File: src/design/assert_macros.svh
// Assertion macros used by the voice slot allocator RTL.
`ifndef ASSERT_MACROS_SVH
`define ASSERT_MACROS_SVH

// Property checked on every clock edge outside reset.
`define VBSS_ASSERT(lbl, prop, msg) \
    lbl: assert property (@(posedge clk) disable iff (!rst_n) prop) else $error(msg);

// Antecedent in one cycle implies consequent in the next.
`define VBSS_ASSERT_NEXT(lbl, ante, cons, msg) \
    lbl: assert property (@(posedge clk) disable iff (!rst_n) (ante) |=> (cons)) \
        else $error(msg);

`endif

File: src/design/vbss_pkg.sv
// Package for the voice slot allocator: constants and the slot entry type.
`default_nettype none

package vbss_pkg;

    localparam int NUM_SLOTS_DEF = 16;

    localparam int PRIO_W  = 32;
    localparam int INDEX_W = 4;
    localparam int COUNT_W = 5;
    localparam int LIMIT_W = 5;

    localparam logic [LIMIT_W-1:0] STREAM_LIMIT_RST = 5'd4;

    localparam logic OP_WRITE   = 1'b0;
    localparam logic OP_REQUEST = 1'b1;

    typedef struct packed {
        logic              in_use;
        logic              streaming;
        logic              secondary;
        logic [PRIO_W-1:0] priority_val;
    } slot_entry_t;

endpackage

`default_nettype wire

File: src/design/vbss_slot_table.sv
// Voice slot table: flag bits in flops, priorities in a memory, one registered read port.
`default_nettype none

module vbss_slot_table #(
    parameter int NUM_SLOTS = vbss_pkg::NUM_SLOTS_DEF,
    localparam int IDX_W = $clog2(NUM_SLOTS)
) (
    input  wire logic                 clk,
    input  wire logic                 rst_n,
    input  wire logic                 wr_en,
    input  wire logic [IDX_W-1:0]     wr_addr,
    input  wire vbss_pkg::slot_entry_t wr_data,
    input  wire logic                 rd_en,
    input  wire logic [IDX_W-1:0]     rd_addr,
    output vbss_pkg::slot_entry_t     rd_data
);
    import vbss_pkg::*;

    logic [NUM_SLOTS-1:0] use_reg;
    logic [NUM_SLOTS-1:0] stream_reg;
    logic [NUM_SLOTS-1:0] second_reg;
    logic [PRIO_W-1:0]    prio_mem [NUM_SLOTS];

    logic                 rd_use_reg;
    logic                 rd_stream_reg;
    logic                 rd_second_reg;
    logic [PRIO_W-1:0]    rd_prio_reg;

    always_ff @(posedge clk or negedge rst_n)
    begin
        if (!rst_n)
        begin
            use_reg       <= '0;
            stream_reg    <= '0;
            second_reg    <= '0;
            rd_use_reg    <= 1'b0;
            rd_stream_reg <= 1'b0;
            rd_second_reg <= 1'b0;
        end
        else
        begin
            if (wr_en)
            begin
                use_reg[wr_addr]    <= wr_data.in_use;
                stream_reg[wr_addr] <= wr_data.streaming;
                second_reg[wr_addr] <= wr_data.secondary;
            end
            if (rd_en)
            begin
                rd_use_reg    <= use_reg[rd_addr];
                rd_stream_reg <= stream_reg[rd_addr];
                rd_second_reg <= second_reg[rd_addr];
            end
        end
    end

    // priority of a free slot is never consulted, so the memory needs no clear
    always_ff @(posedge clk)
    begin
        if (wr_en)
        begin
            prio_mem[wr_addr] <= wr_data.priority_val;
        end
        if (rd_en)
        begin
            rd_prio_reg <= prio_mem[rd_addr];
        end
    end

    assign rd_data.in_use       = rd_use_reg;
    assign rd_data.streaming    = rd_stream_reg;
    assign rd_data.secondary    = rd_second_reg;
    assign rd_data.priority_val = rd_prio_reg;

endmodule

`default_nettype wire

File: src/design/voice_buffer_steal_select_top.sv
// Voice slot allocator top level: slot writes, free-slot search and priority stealing.
`default_nettype none
`include "assert_macros.svh"

// A write word updates one slot entry, and its result state loads an all-zero
// result. A request word reads the slot table one slot per cycle through a single
// priority comparator, then uses the same comparator for two decision steps; it
// passes through the scan, last, compare and result states in that order.
// in_stall is high from acceptance until the result is loaded into the output
// register; a finished result may wait there while the next word is taken.
module voice_buffer_steal_select_top #(
    parameter int NUM_SLOTS = vbss_pkg::NUM_SLOTS_DEF
) (
    input  wire logic                           clk,
    input  wire logic                           rst_n,

    input  wire logic                           cfg_we,
    input  wire logic [vbss_pkg::LIMIT_W-1:0]   cfg_wdata,

    input  wire logic                           in_valid,
    output logic                                in_stall,
    input  wire logic                           op,
    input  wire logic [vbss_pkg::INDEX_W-1:0]   slot_index,
    input  wire logic                           slot_in_use,
    input  wire logic [vbss_pkg::PRIO_W-1:0]    slot_priority,
    input  wire logic                           slot_streaming,
    input  wire logic                           slot_group_secondary,
    input  wire logic [vbss_pkg::PRIO_W-1:0]    request_priority,
    input  wire logic                           request_streaming,
    input  wire logic                           request_required,

    output logic                                out_valid,
    input  wire logic                           out_stall,
    output logic                                slot_found,
    output logic [vbss_pkg::INDEX_W-1:0]        chosen_slot,
    output logic [vbss_pkg::COUNT_W-1:0]        used_count
);
    import vbss_pkg::*;

    localparam int IDX_W = $clog2(NUM_SLOTS);
    localparam int CNT_W = $clog2(NUM_SLOTS + 1);
    localparam logic [IDX_W-1:0] LAST_IDX  = IDX_W'(NUM_SLOTS - 1);
    localparam logic [CNT_W-1:0] ALL_SLOTS = CNT_W'(NUM_SLOTS);

    typedef enum logic [2:0] {
        ST_IDLE,
        ST_SCAN,
        ST_LAST,
        ST_CMP,
        ST_RESULT
    } state_t;

    state_t              state_reg;
    logic [LIMIT_W-1:0]  limit_reg;

    logic                is_write_reg;
    logic [PRIO_W-1:0]   req_prio_reg;
    logic                req_stream_reg;
    logic                req_required_reg;

    logic [IDX_W-1:0]    scan_idx_reg;
    logic                pipe_valid_reg;
    logic [IDX_W-1:0]    pipe_idx_reg;

    logic                has_free_reg;
    logic [IDX_W-1:0]    free_idx_reg;
    logic                has_res_reg;
    logic [IDX_W-1:0]    res_idx_reg;
    logic [PRIO_W-1:0]   res_prio_reg;
    logic                has_str_reg;
    logic [IDX_W-1:0]    str_idx_reg;
    logic [PRIO_W-1:0]   str_prio_reg;
    logic [CNT_W-1:0]    used_reg;
    logic [CNT_W-1:0]    str_cnt_reg;
    logic                res_ge_str_reg;

    logic                out_valid_reg;
    logic                found_reg;
    logic [INDEX_W-1:0]  chosen_reg;
    logic [COUNT_W-1:0]  used_out_reg;

    logic                in_accept;
    logic                tbl_wr_en;
    slot_entry_t         tbl_wr_data;
    logic                tbl_rd_en;
    slot_entry_t         rd_entry;
    logic                rd_resident;

    logic [PRIO_W-1:0]   cmp_a;
    logic [PRIO_W-1:0]   cmp_b;
    logic                cmp_lt;
    logic [PRIO_W-1:0]   cand_prio;

    logic                table_full;
    logic                stream_hit;
    logic                sel_str;
    logic                dec_found;
    logic [IDX_W-1:0]    dec_idx;
    logic                out_free;

    assign in_stall  = (state_reg != ST_IDLE);
    assign in_accept = in_valid && !in_stall;

    assign tbl_wr_en = in_accept && (op == OP_WRITE) && (int'(slot_index) < NUM_SLOTS);
    assign tbl_wr_data.in_use       = slot_in_use;
    assign tbl_wr_data.streaming    = slot_streaming;
    assign tbl_wr_data.secondary    = slot_group_secondary;
    assign tbl_wr_data.priority_val = slot_priority;
    assign tbl_rd_en = (state_reg == ST_SCAN);

    vbss_slot_table #(
        .NUM_SLOTS (NUM_SLOTS)
    ) u_table (
        .clk     (clk),
        .rst_n   (rst_n),
        .wr_en   (tbl_wr_en),
        .wr_addr (IDX_W'(slot_index)),
        .wr_data (tbl_wr_data),
        .rd_en   (tbl_rd_en),
        .rd_addr (scan_idx_reg),
        .rd_data (rd_entry)
    );

    assign rd_resident = !rd_entry.streaming || rd_entry.secondary;
    assign table_full  = (used_reg == ALL_SLOTS);
    assign stream_hit  = req_stream_reg && (int'(str_cnt_reg) == int'(limit_reg));
    assign sel_str     = !has_res_reg || (has_str_reg && res_ge_str_reg);
    assign out_free    = !out_valid_reg || !out_stall;

    // candidate priority for the final compare against the request
    always_comb
    begin
        priority if (req_required_reg && !has_free_reg && table_full)
            cand_prio = sel_str ? str_prio_reg : res_prio_reg;
        else if (stream_hit)
            cand_prio = str_prio_reg;
        else
            cand_prio = res_prio_reg;
    end

    // shared comparator
    always_comb
    begin
        unique case (state_reg)
            ST_SCAN, ST_LAST:
            begin
                cmp_a = rd_entry.priority_val;
                cmp_b = rd_resident ? res_prio_reg : str_prio_reg;
            end
            ST_CMP:
            begin
                cmp_a = res_prio_reg;
                cmp_b = str_prio_reg;
            end
            default:
            begin
                cmp_a = cand_prio;
                cmp_b = req_prio_reg;
            end
        endcase
    end

    assign cmp_lt = (cmp_a < cmp_b);

    always_comb
    begin
        priority if (req_required_reg && has_free_reg)
        begin
            dec_found = 1'b1;
            dec_idx   = free_idx_reg;
        end
        else if (req_required_reg && table_full)
        begin
            dec_found = (sel_str ? has_str_reg : has_res_reg) && cmp_lt;
            dec_idx   = sel_str ? str_idx_reg : res_idx_reg;
        end
        else if (stream_hit && has_str_reg && cmp_lt)
        begin
            dec_found = 1'b1;
            dec_idx   = str_idx_reg;
        end
        else if (!stream_hit && table_full && has_res_reg && cmp_lt)
        begin
            dec_found = 1'b1;
            dec_idx   = res_idx_reg;
        end
        else
        begin
            dec_found = has_free_reg;
            dec_idx   = free_idx_reg;
        end
    end

    always_ff @(posedge clk or negedge rst_n)
    begin
        if (!rst_n)
        begin
            state_reg        <= ST_IDLE;
            limit_reg        <= STREAM_LIMIT_RST;
            is_write_reg     <= 1'b0;
            req_prio_reg     <= '0;
            req_stream_reg   <= 1'b0;
            req_required_reg <= 1'b0;
            scan_idx_reg     <= '0;
            pipe_valid_reg   <= 1'b0;
            pipe_idx_reg     <= '0;
            has_free_reg     <= 1'b0;
            free_idx_reg     <= '0;
            has_res_reg      <= 1'b0;
            res_idx_reg      <= '0;
            res_prio_reg     <= '0;
            has_str_reg      <= 1'b0;
            str_idx_reg      <= '0;
            str_prio_reg     <= '0;
            used_reg         <= '0;
            str_cnt_reg      <= '0;
            res_ge_str_reg   <= 1'b0;
            out_valid_reg    <= 1'b0;
            found_reg        <= 1'b0;
            chosen_reg       <= '0;
            used_out_reg     <= '0;
        end
        else
        begin
            if (cfg_we)
            begin
                limit_reg <= cfg_wdata;
            end

            if (out_valid_reg && !out_stall && (state_reg != ST_RESULT))
            begin
                out_valid_reg <= 1'b0;
            end

            // accumulate one slot per cycle from the registered table read
            if (pipe_valid_reg)
            begin
                if (!rd_entry.in_use)
                begin
                    if (!has_free_reg)
                    begin
                        has_free_reg <= 1'b1;
                        free_idx_reg <= pipe_idx_reg;
                    end
                end
                else
                begin
                    used_reg <= used_reg + CNT_W'(1);
                    if (rd_resident)
                    begin
                        if (!has_res_reg || cmp_lt)
                        begin
                            has_res_reg  <= 1'b1;
                            res_idx_reg  <= pipe_idx_reg;
                            res_prio_reg <= rd_entry.priority_val;
                        end
                    end
                    else
                    begin
                        if (!has_str_reg || cmp_lt)
                        begin
                            has_str_reg  <= 1'b1;
                            str_idx_reg  <= pipe_idx_reg;
                            str_prio_reg <= rd_entry.priority_val;
                        end
                        str_cnt_reg <= str_cnt_reg + CNT_W'(1);
                    end
                end
            end

            unique case (state_reg)
                ST_IDLE:
                begin
                    if (in_accept)
                    begin
                        is_write_reg     <= (op == OP_WRITE);
                        req_prio_reg     <= request_priority;
                        req_stream_reg   <= request_streaming;
                        req_required_reg <= request_required;
                        scan_idx_reg     <= '0;
                        has_free_reg     <= 1'b0;
                        has_res_reg      <= 1'b0;
                        has_str_reg      <= 1'b0;
                        used_reg         <= '0;
                        str_cnt_reg      <= '0;
                        state_reg        <= (op == OP_WRITE) ? ST_RESULT : ST_SCAN;
                    end
                end
                ST_SCAN:
                begin
                    pipe_valid_reg <= 1'b1;
                    pipe_idx_reg   <= scan_idx_reg;
                    if (scan_idx_reg == LAST_IDX)
                    begin
                        state_reg <= ST_LAST;
                    end
                    else
                    begin
                        scan_idx_reg <= scan_idx_reg + IDX_W'(1);
                    end
                end
                ST_LAST:
                begin
                    pipe_valid_reg <= 1'b0;
                    state_reg      <= ST_CMP;
                end
                ST_CMP:
                begin
                    res_ge_str_reg <= !cmp_lt;
                    state_reg      <= ST_RESULT;
                end
                ST_RESULT:
                begin
                    if (out_free)
                    begin
                        out_valid_reg <= 1'b1;
                        if (is_write_reg)
                        begin
                            found_reg    <= 1'b0;
                            chosen_reg   <= '0;
                            used_out_reg <= '0;
                        end
                        else
                        begin
                            found_reg    <= dec_found;
                            chosen_reg   <= dec_found ? INDEX_W'(dec_idx) : '0;
                            used_out_reg <= COUNT_W'(used_reg);
                        end
                        state_reg <= ST_IDLE;
                    end
                end
                default:
                begin
                    state_reg <= ST_IDLE;
                end
            endcase
        end
    end

    assign out_valid   = out_valid_reg;
    assign slot_found  = found_reg;
    assign chosen_slot = chosen_reg;
    assign used_count  = used_out_reg;

    `VBSS_ASSERT(a_free_matches_count, (state_reg == ST_CMP) |-> (has_free_reg == !table_full), "free slot flag disagrees with used count")
    `VBSS_ASSERT(a_stream_within_used, (str_cnt_reg <= used_reg) && (used_reg <= ALL_SLOTS), "slot counts out of range")
    `VBSS_ASSERT(a_no_slot_zero_index, (out_valid_reg && !found_reg) |-> (chosen_reg == '0), "chosen slot nonzero with no slot found")
    `VBSS_ASSERT_NEXT(a_accept_leaves_idle, in_accept, (state_reg != ST_IDLE), "accepted word did not start work")

endmodule

`default_nettype wire

File: config.mk
export PLATFORM = sky130hd
export DESIGN_NAME = voice_buffer_steal_select_top
export DESIGN_NICKNAME = d
export VERILOG_FILES = /design/src/design/vbss_pkg.sv /design/src/design/vbss_slot_table.sv /design/src/design/voice_buffer_steal_select_top.sv
export VERILOG_INCLUDE_DIRS = /design/src /design/src/design
export SDC_FILE = /design/constraint.sdc
export NUM_CORES = 1
export LEC_CHECK = 0
export ABC_AREA = 1
export BUFFER_PORTS_ARGS = -buffer_cell sky130_fd_sc_hd__buf_2
export CAP_MARGIN = 20
export CELL_PAD_IN_SITES_DETAIL_PLACEMENT = 0
export CELL_PAD_IN_SITES_GLOBAL_PLACEMENT = 1
export CORE_ASPECT_RATIO = 1.25
export CORE_MARGIN = 10
export CORE_UTILIZATION = 33
export CTS_CLUSTER_DIAMETER = 40
export CTS_CLUSTER_SIZE = 8
export DETAILED_ROUTE_END_ITERATION = 10
export PLACE_DENSITY = 0.54
export SLEW_MARGIN = 20
export SYNTH_ARGS = -nofsm -noshare
export SYNTH_HDL_FRONTEND = slang
export SYNTH_SLANG_ARGS = --single-unit
File: constraint.sdc
create_clock -name clk -period 5.3 [get_ports clk]
set_input_delay 1.06 -clock clk [delete_from_list [all_inputs] [get_ports clk]]
set_output_delay 1.06 -clock clk [all_outputs]
set_load 0.005 [all_outputs]
After elaboration in Yosys (flattened, before gate mapping)
Memories as Yosys holds them, arrays and structs flattened. A register that Yosys moved wholly into a read port is not among the register bits. Cells that the tools add are included.

Word-level logic and storage cells: 167. Memory bits (writable): 512. Output and inout bits: 12. Register bits after elaboration: 204. Memories kept: 1.

Memories: u_table.prio_mem (depth 16, width 32, read ports 1, clocked after Yosys merged registers in 1, write ports 1, RTL line vbss_slot_table.sv:22) `logic [PRIO_W-1:0] prio_mem [NUM_SLOTS];`.

Bitwise gates (word level): 4. Order comparisons: 4. Add/sub/neg operators: 3. Equality and inequality tests: 12. Muxes and demuxes: 70. Reduce and logical (&&, ||, !) cells: 43.

Operators with widths (count): $mux W32 (4); $pmux W32 S2 (2); $mux W5 (10); $bwmux W16 (3); $mux W4 (9); $lt A32 B32 Y1 (1); $mux W1 (31); $logic_and A1 B1 Y1 (17); $pmux W3 S5 (1); $bmux W1 S4 (3); $mux W3 (4); $add A5 B1 Y5 const B (2); $lt A4 B5 Y1 const B (2); $logic_not A1 Y1 (9); $reduce_and A3 Y1 (3); $pmux W4 S2 (1); $reduce_and A4 Y1 (2); $eq A3 B2 Y1 const B (2); $ne A2 B2 Y1 const B (3); $eq A5 B5 Y1 (1); $eq A5 B5 Y1 const B (1); $logic_or A1 B1 Y1 (5); $add A4 B1 Y4 const B (1); $demux W1 S4 (1); 13 further kinds (18).

Logic depth before layout (Yosys ltp)
Depth in word-level cells: 13. Depth in mapped cells: 27. Mapped depth without buffers: 26.

Cells and area by module
A second synthesis with hierarchy kept.

Cell total of the unflattened synthesis: 3107. Area total of the unflattened synthesis: 32705.1 µm².

By module, submodules not included: vbss_slot_table (sequential area each 17611.9 µm², cells each 1835, instances 1, area each 23411.2 µm²); voice_buffer_steal_select_top (sequential area each 3829.9 µm², cells each 1272, instances 1, area each 9293.9 µm²).

Worst setup path after synthesis
Ideal clock, no wire load.

Path type: flip-flop to flip-flop. Start: reg used_reg[0]. End: reg chosen_reg[0], in the netlist chosen_slot[0]. Path slack: 1.424 ns. Library setup time: 0.124 ns. Data required time: 5.176 ns. Arrival: 3.753 ns. Clock period less this slack: 3.876 ns. Cell stages (with the launch flop): 25. Cells stage by stage: dfrtp_1 inv_1 ha_1 nand4_1 nor2_1 nand2_1 nor2_1 inv_1 clkbuf_1 nand2_1 a21oi_1 o21ai_0 o221ai_1 ha_1 a21oi_1 nor2_1 a211oi_1 o221ai_1 a21oi_1 clkbuf_1 nand4_1 nand2_1 inv_1 a21oi_1 o21bai_1.

Cells in the longest elaborated chain, start to end: 12. Elaborated cells on any way between the ends: 21.

Ends and longest elaborated chain: from (decl) (RTL line voice_buffer_steal_select_top.sv:73) `logic [CNT_W-1:0] used_reg;`; from (signal assigned) (RTL line voice_buffer_steal_select_top.sv:248) `used_reg <= used_reg + CNT_W'(1);`; $eq A5 B5 Y1 * (RTL line voice_buffer_steal_select_top.sv:125) `assign table_full = (used_reg == ALL_SLOTS);`; $logic_and A1 B1 Y1 (RTL line voice_buffer_steal_select_top.sv:133) `priority if (req_required_reg && !has_free_reg && table_full)`; $mux W32 (RTL line voice_buffer_steal_select_top.sv:133); $pmux W32 S2 (RTL line voice_buffer_steal_select_top.sv:144) `unique case (state_reg)`; $lt A32 B32 Y1 (RTL line voice_buffer_steal_select_top.sv:163) `assign cmp_lt = (cmp_a < cmp_b);`; $logic_and A1 B1 Y1 (RTL line voice_buffer_steal_select_top.sv:182) `else if (!stream_hit && table_full && has_res_reg && cmp_lt)`; $mux W4 / $mux W1 (equally long branches) (RTL line voice_buffer_steal_select_top.sv:182); $mux W4 / $mux W1 (equally long branches) (RTL line voice_buffer_steal_select_top.sv:177) `else if (stream_hit && has_str_reg && cmp_lt)`; $mux W4 / $mux W1 (equally long branches) (RTL line voice_buffer_steal_select_top.sv:172) `else if (req_required_reg && table_full)`; $mux W4 / $mux W1 (equally long branches) (RTL line voice_buffer_steal_select_top.sv:167) `priority if (req_required_reg && has_free_reg)`; $mux W4 * (RTL line voice_buffer_steal_select_top.sv:326) `chosen_reg <= dec_found ? INDEX_W'(dec_idx) : '0;`; $mux W4 * (RTL line voice_buffer_steal_select_top.sv:317) `if (is_write_reg)`; to (signal assigned) (RTL line voice_buffer_steal_select_top.sv:326); to (decl) (RTL line voice_buffer_steal_select_top.sv:79) `logic [INDEX_W-1:0] chosen_reg;`.

Every way passes the cells marked *; elsewhere a longest branch is shown, timed or not. A chain may end at the register's enable or synchronous reset.

Final worst setup path
Start: reg used_reg[0]. End: reg res_prio_reg[13].

Cells in the longest elaborated chain, start to end: 7.

Ends and longest elaborated chain: $eq A5 B5 Y1 (RTL line voice_buffer_steal_select_top.sv:125); $logic_and A1 B1 Y1 (RTL line voice_buffer_steal_select_top.sv:133); $mux W32 (RTL line voice_buffer_steal_select_top.sv:133); $pmux W32 S2 (RTL line voice_buffer_steal_select_top.sv:144); $lt A32 B32 Y1 (RTL line voice_buffer_steal_select_top.sv:163); $logic_or A1 B1 Y1 (RTL line voice_buffer_steal_select_top.sv:251) `if (!has_res_reg || cmp_lt)`; $reduce_and A4 Y1 (no line); to (signal assigned) (RTL line voice_buffer_steal_select_top.sv:255) `res_prio_reg <= rd_entry.priority_val;`; to (decl) (RTL line voice_buffer_steal_select_top.sv:69) `logic [PRIO_W-1:0] res_prio_reg;`.

Every way passes these cells.

==> flow_metrics.env <==
export IMPL_ctsResizeCount=0
export IMPL_yosysSeqAreaShare=0.669
export IMPL_die_w_um=299
export IMPL_hold_violations=0
export IMPL_place_hpwl_mm=56.1
export IMPL_fmax_mhz=215
export IMPL_fin_tns_setup_ps=0
export IMPL_ys_flop_type="edfxtp_1"
export IMPL_syn_to_final_growth_pct=18.7
export IMPL_yosys_area_top_type="edfxtp_1"
export IMPL_synthTopCellsByArea="edfxtp_1 51%, dfrtp_1 16%, nand2_1 6.7%"
export IMPL_max_cap_violations=0
export IMPL_cts_tree="done"
export IMPL_crit_type="reg2reg"
export IMPL_cts_buffer_depth=3
export IMPL_crit_fanout=72
export IMPL_dieArea_um2=110000
export IMPL_antenna_found_initial=13
export IMPL_post_drt_wl_per_cell_um=21.9
export IMPL_nNetsFinal=3207
export IMPL_hold_buffers=0
export IMPL_drc=0
export IMPL_wirelength_mm=97.8
export IMPL_grt_pass1_wl_mm=147
export IMPL_end_kind="register"
export IMPL_synthArstFlopShare=0.273
export IMPL_rsz0062_at_grt="no"
export IMPL_gp_congestion=0.805
export IMPL_ys_ff_latch=748
export IMPL_final_area_um2=38100
export IMPL_setup_viol=0
export IMPL_synth_cell_type_count=41
export IMPL_grt_pass1_vias=22904
export IMPL_startpoint_type="register"
export IMPL_htree_levels=3
export IMPL_clock_sinks=748
export IMPL_ios=96
export IMPL_synth_enable_flop_cells=544
export IMPL_final_min_clock_period_ps=4660
export IMPL_route_vias_total=22867
export IMPL_netlist_instances=2973
export IMPL_post_route_cells_drive_above_1_share=0.119
export IMPL_status="complete, no violations"
export IMPL_root_buffer="clkbuf_16"
export IMPL_synth_top_area_share=0.509
export IMPL_power_density_nw_per_um2=563
export IMPL_final_util=0.396
export IMPL_layout_setup_ws_ps=642
export IMPL_max_slew_margin=0.312
export IMPL_netlist_area_um2=32100
export IMPL_clkLatencyLatePin_ps=690
export IMPL_start_util=0.334
export IMPL_final_common_cell="nand2_1"
export IMPL_power_mw=21.4
export IMPL_crit_arrival_ps=5240
export IMPL_portBuffers=95
export IMPL_min_delay_path_class="in2async"
export IMPL_synth_area_per_cell_um2=10.8
export IMPL_yosysWarnings=0
export IMPL_drt_first_iter_violations=1638
export IMPL_cts_buffers=119
export IMPL_syn_nets=3092
export IMPL_grtUsageTotal=0.174
export IMPL_mostFrequentLayoutCells="571 x nand2_1, 544 x edfxtp_1, 394 x o21ai_0"
export IMPL_path_clk_slew_ps=50
export IMPL_drv_slew=0
export IMPL_die_y_um=369
export IMPL_power_leakage_nw=14.5
export IMPL_vdd_ir_drop_max_v=0.000275
export IMPL_grt_overflow=0
export IMPL_avgViaCountPerCell=5.13
export IMPL_coreArea_um2=96100
export IMPL_tightest_slew_ps=1030
export IMPL_post_cts_setup_buffers=0
export IMPL_largest_reg_flops=512
export IMPL_crit_required_ps=5880
export IMPL_clock_skew_ps=33.6
export IMPL_min_period_over_period=0.879
export IMPL_grt_start_max_net_pins=156
export IMPL_post_place_ws_ps=225
export IMPL_largest_register="u_table.prio_mem"
export IMPL_drt_first_pass_iters=6
export IMPL_ant_nets=0
export IMPL_num_rows=127
export IMPL_placed_cell_area_um2=34300
worst paths after layout:
path                                         from                      endpoint  slack (ps)  cells after the start
setup / recovery            used_reg[0]$_DFF_PN0_  res_prio_reg[13]$_DFFE_PN0P_         640                     21
hold / removal                              rst_n  req_prio_reg[11]$_DFFE_PN0P_         410                      1
setup reg to reg            used_reg[0]$_DFF_PN0_  res_prio_reg[13]$_DFFE_PN0P_         640                     21
hold reg to reg            slot_found$_DFFE_PN0P_        slot_found$_DFFE_PN0P_         470                      2
max in group asynchronous                   rst_n   scan_idx_reg[0]$_DFFE_PN0P_        3900                      2
min in group clk           slot_found$_DFFE_PN0P_        slot_found$_DFFE_PN0P_         470                      2
through the flow:
stage	instances	hold WS [ps]
3_5_place_dp	4257	468
5_1_grt	4454	453
6_report	4457	406
3_3_place_gp	4256	462
4_1_cts	4454	409
2_1_floorplan	2973	448
cells in the mapped netlist, types with 8 or more instances:
| cell type | count |
|---|---|
| dfrtp_1 | 203 |
| o21ai_0 | 394 |
| a22oi_1 | 11 |
| a221oi_1 | 37 |
| ha_1 | 35 |
| o22ai_1 | 101 |
| o21ai_1 | 75 |
| inv_2 | 8 |
| o221ai_1 | 66 |
| inv_1 | 238 |
| nand2_1 | 573 |
| buf_1 | 15 |
| nand4_1 | 39 |
| nor2_1 | 217 |
| nand3_1 | 83 |
| buf_4 | 9 |
| a21oi_1 | 129 |
| clkbuf_1 | 143 |
| edfxtp_1 | 544 |
cell families (layout without fill, tap and decap cells):
family                     after synthesis  after routing  share of synthesized area
DFF                                    748            748                      0.669
adders and majority gates               35             35                     0.0137
AOI/OAI and AO/OA                      832            832                      0.148
xor gates and xnor gates                 1              1                   0.000273
and+or+nand+nor                        936            936                      0.119
buffers and inverters                  421            612                     0.0506
other                                    0              3                          0
final cells by class:
class	count	area (um2)
Fill cell	9296	58100
Tap cell	1290	1610
Timing Repair Buffer	167	1150
Inverter	248	942
Clock inverter	36	497
Sequential cell	748	21400
Clock buffer	161	3250
Multi-Input combinational cell	1804	9140
Antenna cell	3	7.51
per-layer routing:
layer / track usage / routed length, um / up-vias
met5: 0 / 46 / -
met4: 0.0548 / 2350 / 6
met3: 0.0313 / 4620 / 153
met2: 0.306 / 49200 / 540
met1: 0.214 / 41600 / 11373
li1: - / - / 10795
critical path: stages (launching register included):
cell and delay, ps:
dfrtp_1 390, inv_1 110, ha_1 170, nand4_1 170
nor2_1 290, nand2_1 210, nor2_2 200, clkinvlp_4 360
o221ai_1 300, o22ai_1 90, inv_1 90, ha_1 150
nand4_1 110, nor3_1 260, nor4b_1 370, nand2_2 270
nand2_1 180, nand2_1 80, nand2_2 60, buf_6 440
nand2_1 100, o21ai_1 100
report_power, final:
part	internal [mW]	total (mW)	switching, mW
clock	4.62	7.27	2.66
combinational	2.03	6.39	4.36
sequential	7.21	7.74	0.536
No activity file was read; power rests on OpenSTA's default activity.
